## src/rtl/lru_kvc_pkg.sv

```systemverilog
`timescale 1ns / 1ps
`default_nettype none

package lru_kvc_pkg;

  localparam int unsigned KeyW = 32;
  localparam int unsigned ValW = 32;
  localparam int unsigned CfgW = 5;

  localparam logic [CfgW-1:0]        CapReset  = 5'd16;
  localparam logic signed [ValW-1:0] ReadMiss  = -32'sd1;
  localparam logic signed [ValW-1:0] ReadPut   = 32'sd0;
  localparam logic signed [KeyW-1:0] NoEvictKey = 32'sd0;

  typedef enum logic {
    ActGet = 1'b0,
    ActPut = 1'b1
  } action_e;

  // Per-entry update command driven by the access logic
  typedef struct packed {
    logic set_valid;
    logic load_key;
    logic load_value;
    logic zero_rank;
    logic age;
  } lane_cmd_t;

endpackage

`default_nettype wire

```

## src/rtl/lru_kvc_if.sv

```systemverilog
`timescale 1ns / 1ps
`default_nettype none

interface lru_kvc_req_if;
  logic                                      valid;
  logic                                      ready;
  logic                                      action;
  logic signed [lru_kvc_pkg::KeyW-1:0]       lookup_key;
  logic signed [lru_kvc_pkg::ValW-1:0]       write_value;

  modport source (output valid, action, lookup_key, write_value, input ready);
  modport sink   (input valid, action, lookup_key, write_value, output ready);
endinterface

interface lru_kvc_rsp_if;
  logic                                      valid;
  logic                                      ready;
  logic                                      hit;
  logic signed [lru_kvc_pkg::ValW-1:0]       read_value;
  logic                                      evicted;
  logic signed [lru_kvc_pkg::KeyW-1:0]       evicted_key;

  modport source (output valid, hit, read_value, evicted, evicted_key, input ready);
  modport sink   (input valid, hit, read_value, evicted, evicted_key, output ready);
endinterface

interface lru_kvc_cfg_if;
  logic                                      valid;
  logic                                      ready;
  logic [lru_kvc_pkg::CfgW-1:0]              active_capacity;

  modport source (output valid, active_capacity, input ready);
  modport sink   (input valid, active_capacity, output ready);
endinterface

`default_nettype wire

```

## src/rtl/lru_kvc_lane.sv

```systemverilog
`timescale 1ns / 1ps
`default_nettype none

module lru_kvc_lane #(
  parameter int unsigned RankW = 4
) (
  input  wire logic                                clk_i,
  input  wire logic                                rst_ni,
  input  wire lru_kvc_pkg::lane_cmd_t              cmd_i,
  input  wire logic signed [lru_kvc_pkg::KeyW-1:0] key_i,
  input  wire logic signed [lru_kvc_pkg::ValW-1:0] value_i,
  output logic                                     valid_o,
  output logic                                     match_o,
  output logic [RankW-1:0]                         rank_o,
  output logic signed [lru_kvc_pkg::KeyW-1:0]      key_o,
  output logic signed [lru_kvc_pkg::ValW-1:0]      value_o
);
  import lru_kvc_pkg::*;

  logic                   valid_q;
  logic signed [KeyW-1:0] key_q;
  logic signed [ValW-1:0] value_q;
  logic [RankW-1:0]       rank_q;

  always_ff @(posedge clk_i or negedge rst_ni) begin
    if (!rst_ni) begin
      valid_q <= 1'b0;
    end else if (cmd_i.set_valid) begin
      valid_q <= 1'b1;
    end
  end

  always_ff @(posedge clk_i) begin
    if (cmd_i.load_key) begin
      key_q <= key_i;
    end
    if (cmd_i.load_value) begin
      value_q <= value_i;
    end
    if (cmd_i.zero_rank) begin
      rank_q <= '0;
    end else if (cmd_i.age) begin
      rank_q <= rank_q + RankW'(1);
    end
  end

  assign valid_o = valid_q;
  assign match_o = valid_q && (key_q == key_i);
  assign rank_o  = rank_q;
  assign key_o   = key_q;
  assign value_o = value_q;

endmodule

`default_nettype wire

```

## src/rtl/lru_key_value_cache.sv

```systemverilog
// LRU key-value cache, fully associative, CAPACITY entries.
// req (sink): one beat per access; action 0 = get, 1 = put, with lookup_key
//   and write_value. rsp (source): one beat per access, in order, giving hit,
//   read_value (value on get hit, -1 on get miss, 0 on put), evicted and
//   evicted_key (0 when nothing was evicted).
// cfg (sink): writes active_capacity; always ready. 0 acts as 1 and values
//   above CAPACITY act as CAPACITY. Write it only while the cache is idle.
// Path: an accepted request beat passes the request register, then the
//   response register, which loads it when the response side is not stalled.
// Throughput: one access per cycle unless rsp stalls. The match, recency-rank
//   update and slot pick for all entries happen in one pass between the
//   request register and the response register; the entry state is updated
//   at the same edge, so the following access sees it.
// Reset: all entries invalid, fill count zero, active_capacity back to 16.
// Stall: the response register holds its beat while rsp.ready is low; one
//   more request is held in the request register, after which req.ready
//   drops until the response drains.
`timescale 1ns / 1ps
`default_nettype none

module lru_key_value_cache #(
  parameter int unsigned CAPACITY = 16
) (
  input  wire logic    clk_i,
  input  wire logic    rst_ni,
  lru_kvc_req_if.sink   req,
  lru_kvc_rsp_if.source rsp,
  lru_kvc_cfg_if.sink   cfg
);
  import lru_kvc_pkg::*;

  localparam int unsigned RankW = (CAPACITY > 1) ? $clog2(CAPACITY) : 1;
  localparam int unsigned CntW  = $clog2(CAPACITY + 1);
  localparam int unsigned CmpW  = (CntW > CfgW) ? CntW : CfgW;

  // configuration
  logic [CfgW-1:0] cap_q;
  logic [CmpW-1:0] cap_ext, eff_cap;

  assign cfg.ready = 1'b1;

  always_ff @(posedge clk_i or negedge rst_ni) begin
    if (!rst_ni) begin
      cap_q <= CapReset;
    end else if (cfg.valid) begin
      cap_q <= cfg.active_capacity;
    end
  end

  assign cap_ext = CmpW'(cap_q);
  always_comb begin
    if (cap_q == '0) begin
      eff_cap = CmpW'(1);
    end else if (cap_ext > CmpW'(CAPACITY)) begin
      eff_cap = CmpW'(CAPACITY);
    end else begin
      eff_cap = cap_ext;
    end
  end

  // request register
  logic                   in_valid_q;
  action_e                act_q;
  logic signed [KeyW-1:0] key_q;
  logic signed [ValW-1:0] val_q;
  logic                   out_valid_q;
  logic                   advance;

  assign advance   = in_valid_q && (!out_valid_q || rsp.ready);
  assign req.ready = !in_valid_q || advance;

  always_ff @(posedge clk_i or negedge rst_ni) begin
    if (!rst_ni) begin
      in_valid_q <= 1'b0;
    end else if (req.ready) begin
      in_valid_q <= req.valid;
    end
  end

  always_ff @(posedge clk_i) begin
    if (req.valid && req.ready) begin
      act_q <= action_e'(req.action);
      key_q <= req.lookup_key;
      val_q <= req.write_value;
    end
  end

  // entry lanes
  lane_cmd_t              cmd   [CAPACITY];
  logic [CAPACITY-1:0]    valid_vec, match_vec, oldest_vec, tgt_vec;
  logic [RankW-1:0]       rank  [CAPACITY];
  logic signed [KeyW-1:0] lkey  [CAPACITY];
  logic signed [ValW-1:0] lval  [CAPACITY];

  for (genvar g = 0; g < CAPACITY; g++) begin : g_lane
    lru_kvc_lane #(
      .RankW(RankW)
    ) u_lane (
      .clk_i   (clk_i),
      .rst_ni  (rst_ni),
      .cmd_i   (cmd[g]),
      .key_i   (key_q),
      .value_i (val_q),
      .valid_o (valid_vec[g]),
      .match_o (match_vec[g]),
      .rank_o  (rank[g]),
      .key_o   (lkey[g]),
      .value_o (lval[g])
    );
  end

  // access logic
  logic [CntW-1:0]        count_q, count_d;
  logic [RankW-1:0]       hit_rank, oldest_rank;
  logic signed [ValW-1:0] hit_val;
  logic signed [KeyW-1:0] ev_key;
  logic [CAPACITY-1:0]    free_vec, pick_vec;
  logic                   hit, is_put, full, evict, ins;

  assign is_put      = (act_q == ActPut);
  assign hit         = |match_vec;
  assign full        = CmpW'(count_q) >= eff_cap;
  assign oldest_rank = RankW'(count_q - CntW'(1));
  assign free_vec    = ~valid_vec;

  always_comb begin
    hit_rank = '0;
    hit_val  = '0;
    for (int i = 0; i < CAPACITY; i++) begin
      oldest_vec[i] = valid_vec[i] && (rank[i] == oldest_rank);
      if (match_vec[i]) begin
        hit_rank = hit_rank | rank[i];
        hit_val  = hit_val | lval[i];
      end
    end
  end

  assign evict    = is_put && !hit && full && (|oldest_vec);
  assign pick_vec = evict ? oldest_vec : free_vec;
  // lowest set bit wins
  assign tgt_vec  = pick_vec & (~pick_vec + CAPACITY'(1));
  assign ins      = is_put && !hit && (|tgt_vec);

  always_comb begin
    ev_key = '0;
    for (int i = 0; i < CAPACITY; i++) begin
      if (tgt_vec[i]) begin
        ev_key = ev_key | lkey[i];
      end
    end
  end

  always_comb begin
    for (int i = 0; i < CAPACITY; i++) begin
      cmd[i] = '0;
      if (advance) begin
        if (hit) begin
          cmd[i].zero_rank  = match_vec[i];
          cmd[i].load_value = match_vec[i] && is_put;
          cmd[i].age        = valid_vec[i] && !match_vec[i] && (rank[i] < hit_rank);
        end else if (ins) begin
          cmd[i].set_valid  = tgt_vec[i];
          cmd[i].load_key   = tgt_vec[i];
          cmd[i].load_value = tgt_vec[i];
          cmd[i].zero_rank  = tgt_vec[i];
          cmd[i].age        = valid_vec[i] && !tgt_vec[i];
        end
      end
    end
  end

  always_comb begin
    count_d = count_q;
    if (advance && ins && !evict) begin
      count_d = count_q + CntW'(1);
    end
  end

  always_ff @(posedge clk_i or negedge rst_ni) begin
    if (!rst_ni) begin
      count_q <= '0;
    end else begin
      count_q <= count_d;
    end
  end

  // response register
  logic                   hit_q, evicted_q;
  logic signed [ValW-1:0] rd_q;
  logic signed [KeyW-1:0] evk_q;

  always_ff @(posedge clk_i or negedge rst_ni) begin
    if (!rst_ni) begin
      out_valid_q <= 1'b0;
    end else if (advance) begin
      out_valid_q <= 1'b1;
    end else if (rsp.ready) begin
      out_valid_q <= 1'b0;
    end
  end

  always_ff @(posedge clk_i) begin
    if (advance) begin
      hit_q     <= hit;
      evicted_q <= evict;
      evk_q     <= evict ? ev_key : NoEvictKey;
      if (is_put) begin
        rd_q <= ReadPut;
      end else if (hit) begin
        rd_q <= hit_val;
      end else begin
        rd_q <= ReadMiss;
      end
    end
  end

  assign rsp.valid       = out_valid_q;
  assign rsp.hit         = hit_q;
  assign rsp.read_value  = rd_q;
  assign rsp.evicted     = evicted_q;
  assign rsp.evicted_key = evk_q;

endmodule

`default_nettype wire

```

## src/flat_wrapper.sv

```systemverilog
// flat-port wrapper written by rule: the top's interface ports become plain ports
module lru_key_value_cache_flat import lru_kvc_pkg::*;
#(
  parameter int unsigned CAPACITY = 16
)
  (clk_i, rst_ni, req_valid, req_action, req_lookup_key, req_write_value, req_ready, rsp_valid, rsp_hit, rsp_read_value, rsp_evicted, rsp_evicted_key, rsp_ready, cfg_valid, cfg_active_capacity, cfg_ready);
  lru_kvc_req_if req_i ();
  lru_kvc_rsp_if rsp_i ();
  lru_kvc_cfg_if cfg_i ();
  input  wire logic clk_i;
  input  wire logic rst_ni;
  input wire logic [$bits(req_i.valid)-1:0] req_valid;
  input wire logic [$bits(req_i.action)-1:0] req_action;
  input wire logic [$bits(req_i.lookup_key)-1:0] req_lookup_key;
  input wire logic [$bits(req_i.write_value)-1:0] req_write_value;
  output wire logic [$bits(req_i.ready)-1:0] req_ready;
  output wire logic [$bits(rsp_i.valid)-1:0] rsp_valid;
  output wire logic [$bits(rsp_i.hit)-1:0] rsp_hit;
  output wire logic [$bits(rsp_i.read_value)-1:0] rsp_read_value;
  output wire logic [$bits(rsp_i.evicted)-1:0] rsp_evicted;
  output wire logic [$bits(rsp_i.evicted_key)-1:0] rsp_evicted_key;
  input wire logic [$bits(rsp_i.ready)-1:0] rsp_ready;
  input wire logic [$bits(cfg_i.valid)-1:0] cfg_valid;
  input wire logic [$bits(cfg_i.active_capacity)-1:0] cfg_active_capacity;
  output wire logic [$bits(cfg_i.ready)-1:0] cfg_ready;
  assign req_i.valid = req_valid;
  assign req_i.action = req_action;
  assign req_i.lookup_key = req_lookup_key;
  assign req_i.write_value = req_write_value;
  assign req_ready = req_i.ready;
  assign rsp_valid = rsp_i.valid;
  assign rsp_hit = rsp_i.hit;
  assign rsp_read_value = rsp_i.read_value;
  assign rsp_evicted = rsp_i.evicted;
  assign rsp_evicted_key = rsp_i.evicted_key;
  assign rsp_i.ready = rsp_ready;
  assign cfg_i.valid = cfg_valid;
  assign cfg_i.active_capacity = cfg_active_capacity;
  assign cfg_ready = cfg_i.ready;
  lru_key_value_cache #(.CAPACITY(CAPACITY)) u_core (.clk_i(clk_i), .rst_ni(rst_ni), .req(req_i), .rsp(rsp_i), .cfg(cfg_i));
endmodule
```

## config.mk

```make
export PLATFORM = sky130hd
export DESIGN_NAME = lru_key_value_cache_flat
export DESIGN_NICKNAME = d
export VERILOG_FILES = /design/src/rtl/lru_kvc_pkg.sv /design/src/rtl/lru_kvc_if.sv /design/src/rtl/lru_kvc_lane.sv /design/src/rtl/lru_key_value_cache.sv /design/src/flat_wrapper.sv
export SDC_FILE = /design/constraint.sdc
export NUM_CORES = 2
export LEC_CHECK = 0
export ABC_AREA = 1
export BUFFER_PORTS_ARGS = -buffer_cell sky130_fd_sc_hd__buf_2
export CAP_MARGIN = 10
export CORE_MARGIN = 10
export CORE_UTILIZATION = 57
export CTS_CLUSTER_DIAMETER = 40
export CTS_CLUSTER_SIZE = 30
export DETAILED_ROUTE_END_ITERATION = 8
export PLACE_DENSITY_LB_ADDON = 0.15
export REMOVE_ABC_BUFFERS = 1
export SYNTH_ARGS = -nofsm -noshare
export SYNTH_HDL_FRONTEND = slang
export SYNTH_SLANG_ARGS = --single-unit
```

## constraint.sdc

```tcl
create_clock -name clk_i -period 5.5 [get_ports clk_i]
set_input_delay 0.55 -clock clk_i [delete_from_list [all_inputs] [get_ports clk_i]]
set_output_delay 0.55 -clock clk_i [all_outputs]
set_load 0.02 [all_outputs]
```

==> impl_metrics.json <==
{
  "outcome": "finished, final reports clean",
  "synth_area_leader_cell": "edfxtp_1",
  "critPathMaxFanout": 32,
  "post-synth-top-area-fraction_pct": 60.47,
  "cp_num_buf_inv": 5,
  "core_area_sq_um": 100000,
  "synth-seq-cells": 1247,
  "synthSimpleGateAreaFrac_pct": 16.33,
  "post-dp-hpwl_mm": 114.4,
  "netlist_area_sq_um": 57350,
  "critPathKind": "reg2reg",
  "startpoint_type": "flip-flop",
  "post_synth_fa_ha_maj_area_fraction_pct": 1.549,
  "port-buffer-count": 142,
  "internal_power_mw": 17.10,
  "period_needed_ns": 5.248,
  "path_delay_family": "simple AND/OR/NAND/NOR gates",
  "vias_per_cell": 5.993,
  "io_pins": 144,
  "detailedRoute.firstPassIterationCount": 6,
  "die_x_um": 337.2,
  "detailroute.via_count": 41770,
  "synth_sequential_area_ratio_pct": 63.93,
  "cts_root_buf": "clkbuf_16",
  "yosys.cell_count.top_type": "nand2_1",
  "ir_drop_mv": 0.2930,
  "grt_antenna_before_repair": 4,
  "seqCellArea_sq_um": 36670,
  "drt.antenna.violating_nets": 0,
  "clock_insertion_delay_worst_skew_ns": 0.79,
  "wire_per_inst_um": 24.90,
  "routed_wl_mm": 173.6,
  "p_leak_nw": 24.96,
  "cts_num_sinks": 1247,
  "power_density_cells_nw_per_um2": 329.9,
  "drv.max_cap_violation_count": 0,
  "critical-path-top-cell-by-count": "nand2_1",
  "grt_start_max_net_pins": 44,
  "drt_iter0_drcs": 5371,
  "drcViolationCount": 0,
  "max_slew_margin_pct": 29.88,
  "ys_warn_count": 0,
  "worstPathArrival_ns": 5.70,
  "rr_startpoint": "u_core.key_q[0]$_DFFE_PP_",
  "timing.final.crit_share_pct": 95.42,
  "grt_util_all_layers_pct": 30.24,
  "syn-mean-instance-area_sq_um": 11.16,
  "synth.cells.most_frequent": "nand2_1 (1458), edfxtp_1 (1155), xnor2_1 (367)",
  "worst-r2r-cell-count": 28,
  "critical_path.max_stage_delay_ns": 0.44,
  "layout-drive-gt1-share_pct": 13.88,
  "end_kind": "flip-flop",
  "flow.area_growth_from_synthesis_pct": 17.08,
  "synthDistinctLibCells": 53,
  "grt_pass1_wl_mm": 255.4,
  "worstHoldEndpoint": "u_core.key_q[4]$_DFFE_PP_",
  "finalPower_mw": 22.15,
  "clock_power_share_pct": 47.6,
  "worst_slew_pin_slew_ns": 1.043,
  "rsz0062_at_grt": "no",
  "crit_slowest_cell": "edfxtp_1",
  "fp.dieArea_sq_um": 113700,
  "synthesis.instances": 5140,
  "nets": 5689,
  "synth.top_cells.by_area": "edfxtp_1 (60%), nand2_1 (9.5%), xnor2_1 (5.6%)",
  "multi_input_gate_area_sq_um": 18450,
  "sequential_power_share_pct": 48.1,
  "synth_top_family_by_area": "simple AND/OR/NAND/NOR gates",
  "synth_xor_xnor_area_share_pct": 6.573,
  "dp_worst_setup_slack_ns": 0.3257,
  "synth_async_sr_flop_share_pct": 2.245,
  "cts.htree.levels": 4,
  "tritoncts": "yes",
  "worst_slack_ns": 0.2518,
  "inserted_clock_buffers": 154,
  "maxSlewViolCount": 0,
  "site_row_count": 116,
  "p_comb_share_pct": 4.4,
  "worst-r2r-setup-slack_ns": 0.25,
  "timing.critical_path.required_ns": 5.95,
  "cts.path.max_buffers": 3,
  "clock_pin_slew_of_the_registers_on_the_worst_case_setup_and_hold_paths_ns": 0.06,
  "mux_share_of_post_synthesis_cell_area_pct": 0,
  "clock.fmax_mhz": 190.5,
  "setup_violations": 0,
  "worst_r2r_end": "u_core.g_lane[15].u_lane.value_o[21]$_DFFE_PP_",
  "post_synth_edffs": 1155,
  "initial_utilization_pct": 57.35,
  "power.share.switching_pct": 22.81,
  "hp-class": "in2reg",
  "hold_path_depth": 1,
  "clock-skew-final_ns": 0.04704,
  "first_global_vias": 40070,
  "min_from": "req_lookup_key[4]",
  "synth-main-ff-cell": "edfxtp_1",
  "die-height_um": 337.2,
  "grt_overflow_total": 0,
  "hold_viol": 0,
  "power.switching_mw": 5.052,
  "finalWeightedCongestion": 0.9775,
  "area_fraction_in_compound_gates_after_synthesis_pct": 7.212,
  "layout.filler_cells": 7410
}
[what timing repair did]
item / in CTS / in global routing
hold buffers: 67 / 0
hold endpoints to repair: 93 / 0
setup buffers: 0 / 13
endpoints found under the setup margin: 0 / 281
resized for setup: 0 / 2
[state kept, by name (all words and copies together) (netlist names)]
signal and count:
u_core.g_lane.u_lane.key_o 512, u_core.g_lane.u_lane.value_o 512, u_core.g_lane.u_lane.rank_o 64, u_core.key_q 32, u_core.rsp.evicted_key 32, u_core.rsp.read_value 32, u_core.val_q 32, u_core.g_lane.u_lane.valid_o 16
u_core.cap_ext 5, u_core.count_q 5, u_core.act_q 1, u_core.in_valid_q 1, u_core.rsp.evicted 1, u_core.rsp.hit 1, u_core.rsp.valid 1
[how the worst max path moves through the flow]
stage / from / to / slack, ns / cells past startpoint
floorplan: u_core.key_q[4]$_DFFE_PP_ / u_core.g_lane[12].u_lane.value_o[0]$_DFFE_PP_ / -2.22 / 18
global placement: u_core.key_q[4]$_DFFE_PP_ / u_core.g_lane[15].u_lane.value_o[16]$_DFFE_PP_ / 0.46 / 28
detailed placement: u_core.key_q[4]$_DFFE_PP_ / u_core.g_lane[15].u_lane.value_o[25]$_DFFE_PP_ / 0.33 / 28
CTS: u_core.key_q[4]$_DFFE_PP_ / u_core.g_lane[15].u_lane.value_o[6]$_DFFE_PP_ / 0.30 / 28
global route: u_core.key_q[8]$_DFFE_PP_ / u_core.g_lane[15].u_lane.value_o[4]$_DFFE_PP_ / 0.01 / 27
finish: u_core.key_q[0]$_DFFE_PP_ / u_core.g_lane[15].u_lane.value_o[21]$_DFFE_PP_ / 0.25 / 28
[power by group through the flow]
stage                     Combinational, mW  Sequential (mW)  Clock, mW
after floorplan                       0.374             11.0          0
after global placement                0.904             10.8          0
after detailed placement              0.913             10.8          0
after CTS                             0.955             10.7       10.6
after global routing                   1.05             10.7       11.0
final                                 0.971             10.6       10.5
[kinds of logic (layout without fill, tap and decap cells)]
group,Yosys count,count (layout)
adders and majority gates,71,71
and+or+nand+nor,2214,2214
buffers and inverters,560,1091
DFF,1247,1247
AOI/OAI and AO/OA,620,620
other,1,2
xor gates and xnor gates,427,427
[worst reg2reg max path, delay by kind of cell, from the launching register on]
family        cells  cell delay, ns
xor+xnor          1            0.13
simple gates     22            3.00
buf+inv           5            1.35
flops             1            0.44
[cell usage in the layout (no fill, tap or decap), drive strengths merged]
cell type and n:
dfxtp 64, edfxtp 1155, a31oi 1, diode 1
o2111ai 8, xor2 60, nor2 329, o21ai 77
a211o 15, a41oi 19, a22oi 3, clkbuf 172
a221oi 84, buf 381, xnor2 367, and3 1
or2 2, a2111oi 12, dfrtp 27, dfstp 1
a211oi 25, ha 71, o21a 4, conb 1
nor4 11, o221ai 6, nor3 8, o22ai 52
o211ai 14, clkinv 60, nand2 1489, a22o 83
bufinv 17, clkinvlp 11, inv 383, and2 3
dlygate4sd3 67, a21oi 217, nand3 247, nand4 124
[layout make-up]
type                       count  share of cell area [%]
timing repair buffer         448                   5.474
inverter                     359                   2.018
antenna                        1                0.003727
tap                         1298                   2.419
sequential                  1247                   54.60
clock buffer                 172                   6.013
multi-input combinational   3333                   27.47
clock inverter               112                   1.999
[per-stage QoR]
step / hold WS (ns) / std cells / util (%) / TNS [ns] / cell area (sq um)
after CTS: 0.002657 / 6956 / 67.04 / 0 / 67050
after detailed placement: 0.5049 / 6605 / 60.99 / 0 / 60990
after global routing: 0.008299 / 6969 / 67.15 / 0 / 67150
after global placement: 0.4938 / 6605 / 60.99 / 0 / 60990
after floorplan: 0.2544 / 4939 / - / -1362.73 / 56180
final: 0.03525 / 6970 / 67.15 / 0 / 67150
[layer usage]
layer / routed length, um / share of wire [%] / GRT usage, % / up-vias
met5: 24 / 0.014 / 0 / -
met4: 5879 / 3.4 / 10.83 / 4
met3: 18640 / 11 / 6.332 / 405
met2: 76520 / 44 / 45.34 / 2349
met1: 72500 / 42 / 43.43 / 20260
li1: - / - / - / 18760
No activity file was read; power rests on OpenSTA's default activity.
